<file path="config.mk">
export PLATFORM = sky130hd
export DESIGN_NAME = svpg_front
export DESIGN_NICKNAME = d
export VERILOG_FILES = /design/src/design/assert_macros.svh /design/src/design/svpg_pkg.sv /design/src/design/svpg_front.sv
export SDC_FILE = /design/constraint.sdc
export NUM_CORES = 2
export LEC_CHECK = 0
export BUFFER_PORTS_ARGS = -buffer_cell sky130_fd_sc_hd__buf_4
export CORE_MARGIN = 2
export CORE_UTILIZATION = 45
export DETAILED_ROUTE_END_ITERATION = 16
export MAX_ROUTING_LAYER = met4
export SLEW_MARGIN = 20
export SYNTH_ARGS = -nofsm -noshare
export SYNTH_HDL_FRONTEND = slang
export SYNTH_SLANG_ARGS = --single-unit
</file>
<file path="constraint.sdc">
create_clock -name clk -period 6.15 [get_ports clk]
set_input_delay 0.615 -clock clk [delete_from_list [all_inputs] [get_ports clk]]
set_output_delay 0.615 -clock clk [all_outputs]
set_load 0.05 [all_outputs]
</file>
<file path="src/design/assert_macros.svh">
// Assertion macros shared by the gate generator RTL.
// Every macro samples on clk and is disabled while arst_n is low.
`ifndef ASSERT_MACROS_SVH
`define ASSERT_MACROS_SVH

// Plain check: expr holds at every sampled edge.
`define SVPG_CHECK(lbl, expr, msg) \
	lbl: assert property (@(posedge clk) disable iff (!arst_n) (expr)) else $error(msg);

// Implication check: cons holds at every edge where ante holds.
`define SVPG_IMPLY(lbl, ante, cons, msg) \
	lbl: assert property (@(posedge clk) disable iff (!arst_n) (ante) |-> (cons)) \
		else $error(msg);

`endif

</file>
<file path="src/design/svpg_pkg.sv">
// Shared types and constants for the space vector PWM gate generator.
// No dependencies; imported by every module of the block.
`default_nettype none

package svpg_pkg;

	// configuration register indexes
	localparam logic REG_VDC = 1'b0;
	localparam logic REG_TS  = 1'b1;

	// hexagon sectors
	localparam logic [2:0] SECT_0 = 3'd0;
	localparam logic [2:0] SECT_1 = 3'd1;
	localparam logic [2:0] SECT_2 = 3'd2;
	localparam logic [2:0] SECT_3 = 3'd3;
	localparam logic [2:0] SECT_4 = 3'd4;
	localparam logic [2:0] SECT_5 = 3'd5;

	// sideband that rides along the time pipeline
	typedef struct packed {
		logic [2:0]  sector;
		logic [15:0] carrier;
	} side_t;

	// round(sqrt(3) * 2^f), bitwise integer square root of 3 * 4^f
	function automatic longint unsigned sqrt3_fixed(input int unsigned f);
		longint unsigned n;
		longint unsigned r;
		longint unsigned b;
		begin
			n = 64'd3 << (2 * f);
			r = 64'd0;
			b = 64'h4000_0000_0000_0000;
			while (b > n) b = b >> 2;
			while (b != 64'd0) begin
				if (n >= r + b) begin
					n = n - (r + b);
					r = (r >> 1) + b;
				end else begin
					r = r >> 1;
				end
				b = b >> 2;
			end
			if (n > r) r = r + 64'd1;
			return r;
		end
	endfunction

endpackage

`default_nettype wire

</file>
<file path="src/design/svpg_front.sv">
// Front end: sqrt(3) products, sector decision, X/Y/Z numerators, times Ts.
// Three pipeline stages; depends on svpg_pkg.
`default_nettype none

module svpg_front #(
	parameter int W = 16,
	parameter int F = 14
) (
	input  wire logic                 clk,
	input  wire logic                 arst_n,
	input  wire logic                 en,
	input  wire logic                 in_vld,
	input  wire logic signed [W-1:0]  alpha,
	input  wire logic signed [W-1:0]  beta,
	input  wire logic [15:0]          carrier,
	input  wire logic [15:0]          ts,
	output logic                      out_vld,
	output logic signed [W+19:0]      num_a,
	output logic signed [W+19:0]      num_b,
	output svpg_pkg::side_t           side
);
	import svpg_pkg::*;

	localparam int NW = W + F + 4;
	localparam int PW = NW + 17;
	localparam longint unsigned SQRT3_L = sqrt3_fixed(F);
	localparam logic [F:0] SQRT3 = SQRT3_L[F:0];
	localparam int MW = W + F + 2;

	// stage 1: the two sqrt(3) products
	logic signed [MW-1:0] p_c, sb_c;
	logic signed [MW-1:0] p_s1, sb_s1;
	logic signed [W-1:0]  alpha_s1, beta_s1;
	logic [15:0]          carrier_s1;
	logic                 vld_s1;

	assign p_c  = $signed({1'b0, SQRT3}) * alpha;
	assign sb_c = $signed({1'b0, SQRT3}) * beta;

	always_ff @(posedge clk) begin
		if (en) begin
			p_s1       <= p_c;
			sb_s1      <= sb_c;
			alpha_s1   <= alpha;
			beta_s1    <= beta;
			carrier_s1 <= carrier;
		end
	end

	// stage 2: sector and selected numerators
	logic signed [MW-1:0] b_c, np_c;
	logic                 bge, ble, age, alt, ale, agt;
	logic [2:0]           sector_c;
	logic signed [NW-1:0] a_e, a3f_c, sb_e, xn_c, yn_c, zn_c, tan_c, tbn_c;
	logic signed [NW-1:0] tan_s2, tbn_s2;
	side_t                side_s2;
	logic                 vld_s2;

	assign b_c  = {{2{beta_s1[W-1]}}, beta_s1, {F{1'b0}}};
	assign np_c = -p_s1;
	assign bge  = !beta_s1[W-1];
	assign ble  = beta_s1[W-1] || (beta_s1 == '0);
	assign age  = !alpha_s1[W-1];
	assign alt  = alpha_s1[W-1];
	assign ale  = alpha_s1[W-1] || (alpha_s1 == '0);
	assign agt  = !alpha_s1[W-1] && (alpha_s1 != '0);

	always_comb begin
		sector_c = SECT_5;
		if (bge && b_c <= p_s1)
			sector_c = SECT_0;
		else if (bge && ((age && b_c >= p_s1) || (alt && b_c >= np_c)))
			sector_c = SECT_1;
		else if (bge && b_c <= np_c)
			sector_c = SECT_2;
		else if (ble && b_c >= p_s1)
			sector_c = SECT_3;
		else if (ble && ((ale && b_c <= p_s1) || (agt && b_c <= np_c)))
			sector_c = SECT_4;
	end

	assign a_e   = NW'(alpha_s1);
	assign sb_e  = NW'(sb_s1);
	assign a3f_c = (a_e + (a_e <<< 1)) <<< F;
	assign xn_c  = sb_e <<< 1;
	assign yn_c  = a3f_c + sb_e;
	assign zn_c  = sb_e - a3f_c;

	always_comb begin
		case (sector_c)
			SECT_0:  begin tan_c = -zn_c; tbn_c = xn_c;  end
			SECT_1:  begin tan_c = yn_c;  tbn_c = zn_c;  end
			SECT_2:  begin tan_c = xn_c;  tbn_c = -yn_c; end
			SECT_3:  begin tan_c = zn_c;  tbn_c = -xn_c; end
			SECT_4:  begin tan_c = -yn_c; tbn_c = -zn_c; end
			default: begin tan_c = -xn_c; tbn_c = yn_c;  end
		endcase
	end

	always_ff @(posedge clk) begin
		if (en) begin
			tan_s2          <= tan_c;
			tbn_s2          <= tbn_c;
			side_s2.sector  <= sector_c;
			side_s2.carrier <= carrier_s1;
		end
	end

	// stage 3: times Ts, then floor-shift by 2^(F+1)
	logic signed [PW-1:0] pa_c, pb_c;
	logic signed [W+19:0] na_s3, nb_s3;
	side_t                side_s3;
	logic                 vld_s3;

	assign pa_c = tan_s2 * $signed({1'b0, ts});
	assign pb_c = tbn_s2 * $signed({1'b0, ts});

	always_ff @(posedge clk) begin
		if (en) begin
			na_s3   <= pa_c[PW-1:F+1];
			nb_s3   <= pb_c[PW-1:F+1];
			side_s3 <= side_s2;
		end
	end

	// valid bits
	always_ff @(posedge clk or negedge arst_n) begin
		if (!arst_n) begin
			vld_s1 <= 1'b0;
			vld_s2 <= 1'b0;
			vld_s3 <= 1'b0;
		end else if (en) begin
			vld_s1 <= in_vld;
			vld_s2 <= vld_s1;
			vld_s3 <= vld_s2;
		end
	end

	assign out_vld = vld_s3;
	assign num_a   = na_s3;
	assign num_b   = nb_s3;
	assign side    = side_s3;

endmodule

`default_nettype wire

</file>
# Yosys cells after proc, flatten, opt, wreduce, memory -nomap -nowiden
# Index checks and enable logic that the tools add are counted.
word_totals:
  inputBits: 68
  regBits: 291
  output_inout_bits: 92
classes:
  n_eq_ne: 4
  reduce_logical: 20
  n_lt_le_gt_ge: 4
  n_mul: 4
  n_mux: 7
  add_sub_neg: 7
op_table:
  columns: ["op", "count"]
  rows:
  - ["$pmux 34 s5", 2]
  - ["$mul 34x17->51", 2]
  - ["$neg 33->34", 3]
  - ["$ge 30x32->1", 2]
  - ["$le 30x32->1", 2]
  - ["$mul 15x16->31 const A", 2]
  - ["$add 32x32->33", 1]
  - ["$sub 32x32->33", 1]
  - ["$logic_not 16->1", 2]
  - ["$neg 32->32", 1]
  - ["$add 16x17->18", 1]
  - ["$reduce_bool 16->1", 1]
  - ["$mux 3", 4]
  - ["$logic_and 1x1->1", 10]
  - ["$eq 3x2->1 const B", 2]
  - ["$logic_or 1x1->1", 4]
  - ["$eq 3x1->1 const B", 1]
  - ["$eq 3x3->1 const B", 1]
  - ["$logic_not 3->1", 1]
  - ["$logic_not 1->1", 2]
  - ["$mux 1", 1]

# Longest topological paths before layout
logic_depth:
  ltp_word: 12
  depth_mapped: 27

# Least setup slack after synthesis
# No wires, ideal clock.
synth_path:
  kind: "input to register"
  from: "in ts[9]"
  to: "reg nb_s3[35] (netlist: num_b[35]) (data pin)"
  required_ns: 5.879
  setup_slack_ns: -1.007
  path_buffers: 2
  arrival_time_ns: 6.886
  path_stages: 26
  cell_sequence: "clkbuf_1 clkbuf_1 nand2_1 fa_1 inv_1 fa_1 inv_1 fa_1 inv_1 fa_1 fa_1 inv_1 fa_1 inv_1 ha_1 a21o_1 a211oi_1 nor2_1 o21ai_0 nor4b_1 o21a_1 o31ai_1 o31ai_1 nor3_1 a2111oi_0 xnor2_1"
synth_between:
  elab_chain_cells: 1
synth_lines:
  columns: ["element", "line", "source"]
  rows:
  - ["start: declaration", "svpg_front.sv:16", "input wire logic [15:0] ts,"]
  - ["$mul 34x17->51", "svpg_front.sv:116", "assign pb_c = tbn_s2 * $signed({1'b0, ts});"]
  - ["via pb_c[50]", "svpg_front.sv:110", "logic signed [PW-1:0] pa_c, pb_c;"]
  - ["end signal: assignment", "svpg_front.sv:121", "nb_s3 <= pb_c[PW-1:F+1];"]
  - ["end: declaration", "svpg_front.sv:111", "logic signed [W+19:0] na_s3, nb_s3;"]
# The timed path passes the listed nets, and every way through them passes these cells.
# A chain may end at the register's enable or synchronous reset.

# Worst setup path in the final report
layout_path:
  from: "reg tan_s2[7]"
  to: "reg na_s3[29] (netlist: num_a[29]) (data pin)"
layout_between:
  elab_chain_cells: 1
layout_lines:
  columns: ["element", "line", "source"]
  rows:
  - ["start: declaration", "svpg_front.sv:55", "logic signed [NW-1:0] tan_s2, tbn_s2;"]
  - ["start signal: assignment", "svpg_front.sv:102", "tan_s2 <= tan_c;"]
  - ["$mul 34x17->51", "svpg_front.sv:115", "assign pa_c = tan_s2 * $signed({1'b0, ts});"]
  - ["via pa_c[44]", "svpg_front.sv:110", null]
  - ["end signal: assignment", "svpg_front.sv:120", "na_s3 <= pa_c[PW-1:F+1];"]
  - ["end: declaration", "svpg_front.sv:111", null]
# The timed path passes the listed nets, and every way through them passes these cells.

==> metrics <==
status=finished, violations left; violated checks=setup timing; Vias/cell=5.12; vias in the first global route=50.1k; synth unique cells=98; hpwl dp=approximately 140 mm; clk buf depth=3; fin nets=9205; Starting DRT DRC Count=2557; global placement routability congestion=0.951; RSZ-0062 raised after global routing=yes; TritonCTS clock tree=yes; DRC viols=0; CP endpoint kind=flop; CTS Root Cell=clkbuf_16; Clk Latency, worst-skew pair=around 0.63 ns; slowest stage delay, CP=0.55 ns; layout cells sized above 1=0.183; die area=141000 um^2; first-pass GRT wire length=266 mm; cell taking the most area after synthesis=fa_1; Tightest Pin Transition=~0.9 ns; startpoint types=flop; ys flop type=edfxtp_1; Setup TNS Final=-5.45 ns; final setup vio count=28; CORE AREA=137000 um^2; post-route ant nets=0; worst hold-check slack=0.164 ns; register area share after synthesis=0.137; Setup WS post-layout=-0.355 ns; share of the synthesized area in the top cell type=0.401; relative slew slack=0.390; Area Overhead vs Synth=19.1%; Hold Path Class=in2reg; Vert. Die Dim=376 um; syn avg cell area=9.49 um^2; Final Max Tran Viols=0; Arr. time, crit path=6.87 ns; MaxCap Viol Count=0; I/O Buffers=between 150 and 200; count of final hold-check violations=0; CTS buffer count=39; I/O pin count=160; fin util=0.540; worst-path cell chain=buf_6 -> and2_4 -> fa_1 -> inv_2 -> fa_2 -> fa_1 -> fa_2 -> inv_2 -> fa_2 -> fa_2 -> ha_4 -> o211ai_1 -> a21oi_4 -> o21ai_4 -> a21boi_4 -> a21oi_4 -> a21oi_4 -> o211ai_1 -> a21boi_1 -> o21a_2 -> buf_6 -> buf_6 -> nor2_2 -> xnor2_1; Post-Syn Instances=6562; Post-synth EDFFs=282; fin crit period=6.50 ns; gr usage total=0.244; Post-Synthesis Net Count=8412; drt total wl=163 mm; Core Rows=about 140; Max Clock Freq=0.154 GHz; Initial Utilization=0.453; initial antenna violation count=2; TritonRoute pass-1 iters=6; final worst path period share=1.06; FF+latch count, synth=approximately 290; H-tree depth=2; critical path required time=6.52 ns; CTS sink count=285; Overflow after GRT=0; CTS clk-pin slew, worst paths=0.06 ns; via total after detailed routing=47.0k; worst clock skew=between 0.02 and 0.03 ns; CP max FO=4; WS Path Type=reg2reg; Die Wd=376 um; maximum number of pins on one net before global-route repair=123; Mapped Area=between 60000 and 70000 um^2; synth top area cells=fa_1, edfxtp_1, ha_1, inv_1, nand2_1; slowest stage cell on the critical path=fa_2; ys async rst share=0.0105; CP most frequent cell=fa_2; yosys warns=0; drt wl/cell=17.8 um
-- metrics by stage --
step	std cells	area, um^2	worst slack (ns)
after floorplan	6562	62800	-0.369
after global placement	9025	71200	-0.913
after detailed placement	9025	71200	-1.04
after CTS	9148	73300	-0.241
after global routing	9179	74200	-0.552
final	9180	74200	-0.355
-- cell families (layout without fill, tap and decap cells) --
logic type      count (synthesis)  count (layout)  synth area share
fa+ha+maj                    1782            1782             0.508
other cells                     0               3                 0
mux                            11              11           0.00209
compound gates                701             701            0.0746
xor+xnor                      230             230            0.0324
flops                         285             285             0.137
buf+inv                      1797            2618             0.109
simple gates                 1756            1756             0.136
-- sequential cells by signal, indices dropped and copies added (netlist names) --
signal	cells
num_a	36
num_b	36
tan_s2	33
tbn_s2	33
p_s1	29
sb_s1	29
side	19
side_s2	19
alpha_s1	16
beta_s1	16
carrier_s1	16
out_vld	1
vld_s1	1
vld_s2	1
-- path summary, 6_finish.rpt --
kind,from,to,slack [ns],cells past startpoint
worst max-delay path,tan_s2[7],num_a[29],-0.35,24
worst min-delay path,carrier[8],carrier_s1[8],0.16,1
worst max register to register,tan_s2[7],num_a[29],-0.35,24
worst min register to register,carrier_s1[3],side_s2[3],0.41,0
max in group asynchronous,arst_n,out_vld,5.75,2
min in group asynchronous,arst_n,vld_s2,0.31,2
-- routing by layer --
layer  share of wire  vias up  track usage
met3           0.041      229       0.0223
li1                -    21800            -
met5               0        -            -
met2            0.50     1027        0.414
met4           0.030        0       0.0665
met1            0.43    23900        0.315
-- layout by cell type, fill, tap and decap left out, types with 57 or more instances in the layout --
cell / netlist / routed
inv_1: 1543 / 1503
buf_4: 4 / 910
a21o_1: 57 / 57
o21ai_0: 128 / 107
a21oi_1: 187 / 168
fa_1: 1247 / 1219
and2_1: 399 / 372
nor2_1: 204 / 185
xnor2_1: 171 / 167
xor2_1: 59 / 57
nand2_1: 821 / 808
ha_1: 535 / 512
nor3_1: 72 / 68
edfxtp_1: 282 / 282
-- cell usage after synthesis, types with 59 or more instances --
| library cell | count |
|---|---|
| nand2_1 | 821 |
| o21ai_0 | 128 |
| a21oi_1 | 187 |
| fa_1 | 1247 |
| xnor2_1 | 171 |
| ha_1 | 535 |
| inv_1 | 1543 |
| xor2_1 | 59 |
| edfxtp_1 | 282 |
| clkbuf_1 | 216 |
| nor3_1 | 72 |
| nor2_1 | 204 |
| and2_1 | 399 |
-- worst max-delay path, delay by kind of cell, from the launching register on --
| family | cells | cell delay (ns) |
|---|---|---|
| and+or+nand+nor | 2 | 0.18 |
| adders and majority gates | 7 | 3.28 |
| DFF | 1 | 0.49 |
| xor gates and xnor gates | 1 | 0.11 |
| buffers and inverters | 5 | 0.47 |
| AOI/OAI and AO/OA | 9 | 1.71 |
-- cell type report --
class,instances,area (um^2)
inverter,1544,5800
tap,1794,2240
multi-input combinational,4480,48000
clock inverter,27,307
antenna,3,7.51
timing repair buffer,1005,8290
clock buffer,42,987
fill,12400,63200
sequential,285,8540
-- what timing repair did --
item                                    4_1_cts  5_1_grt
endpoints found under the setup margin       37       92
endpoints found under the hold margin         3        0
hold buffers                                  1        0
buffers inserted                             54       35
resized for setup                           107      175
pin swaps                                    80      103
Power is left out: the tool's default activity adds up to more than one toggle a clock period on the data nets, which glitch-free logic cannot reach.
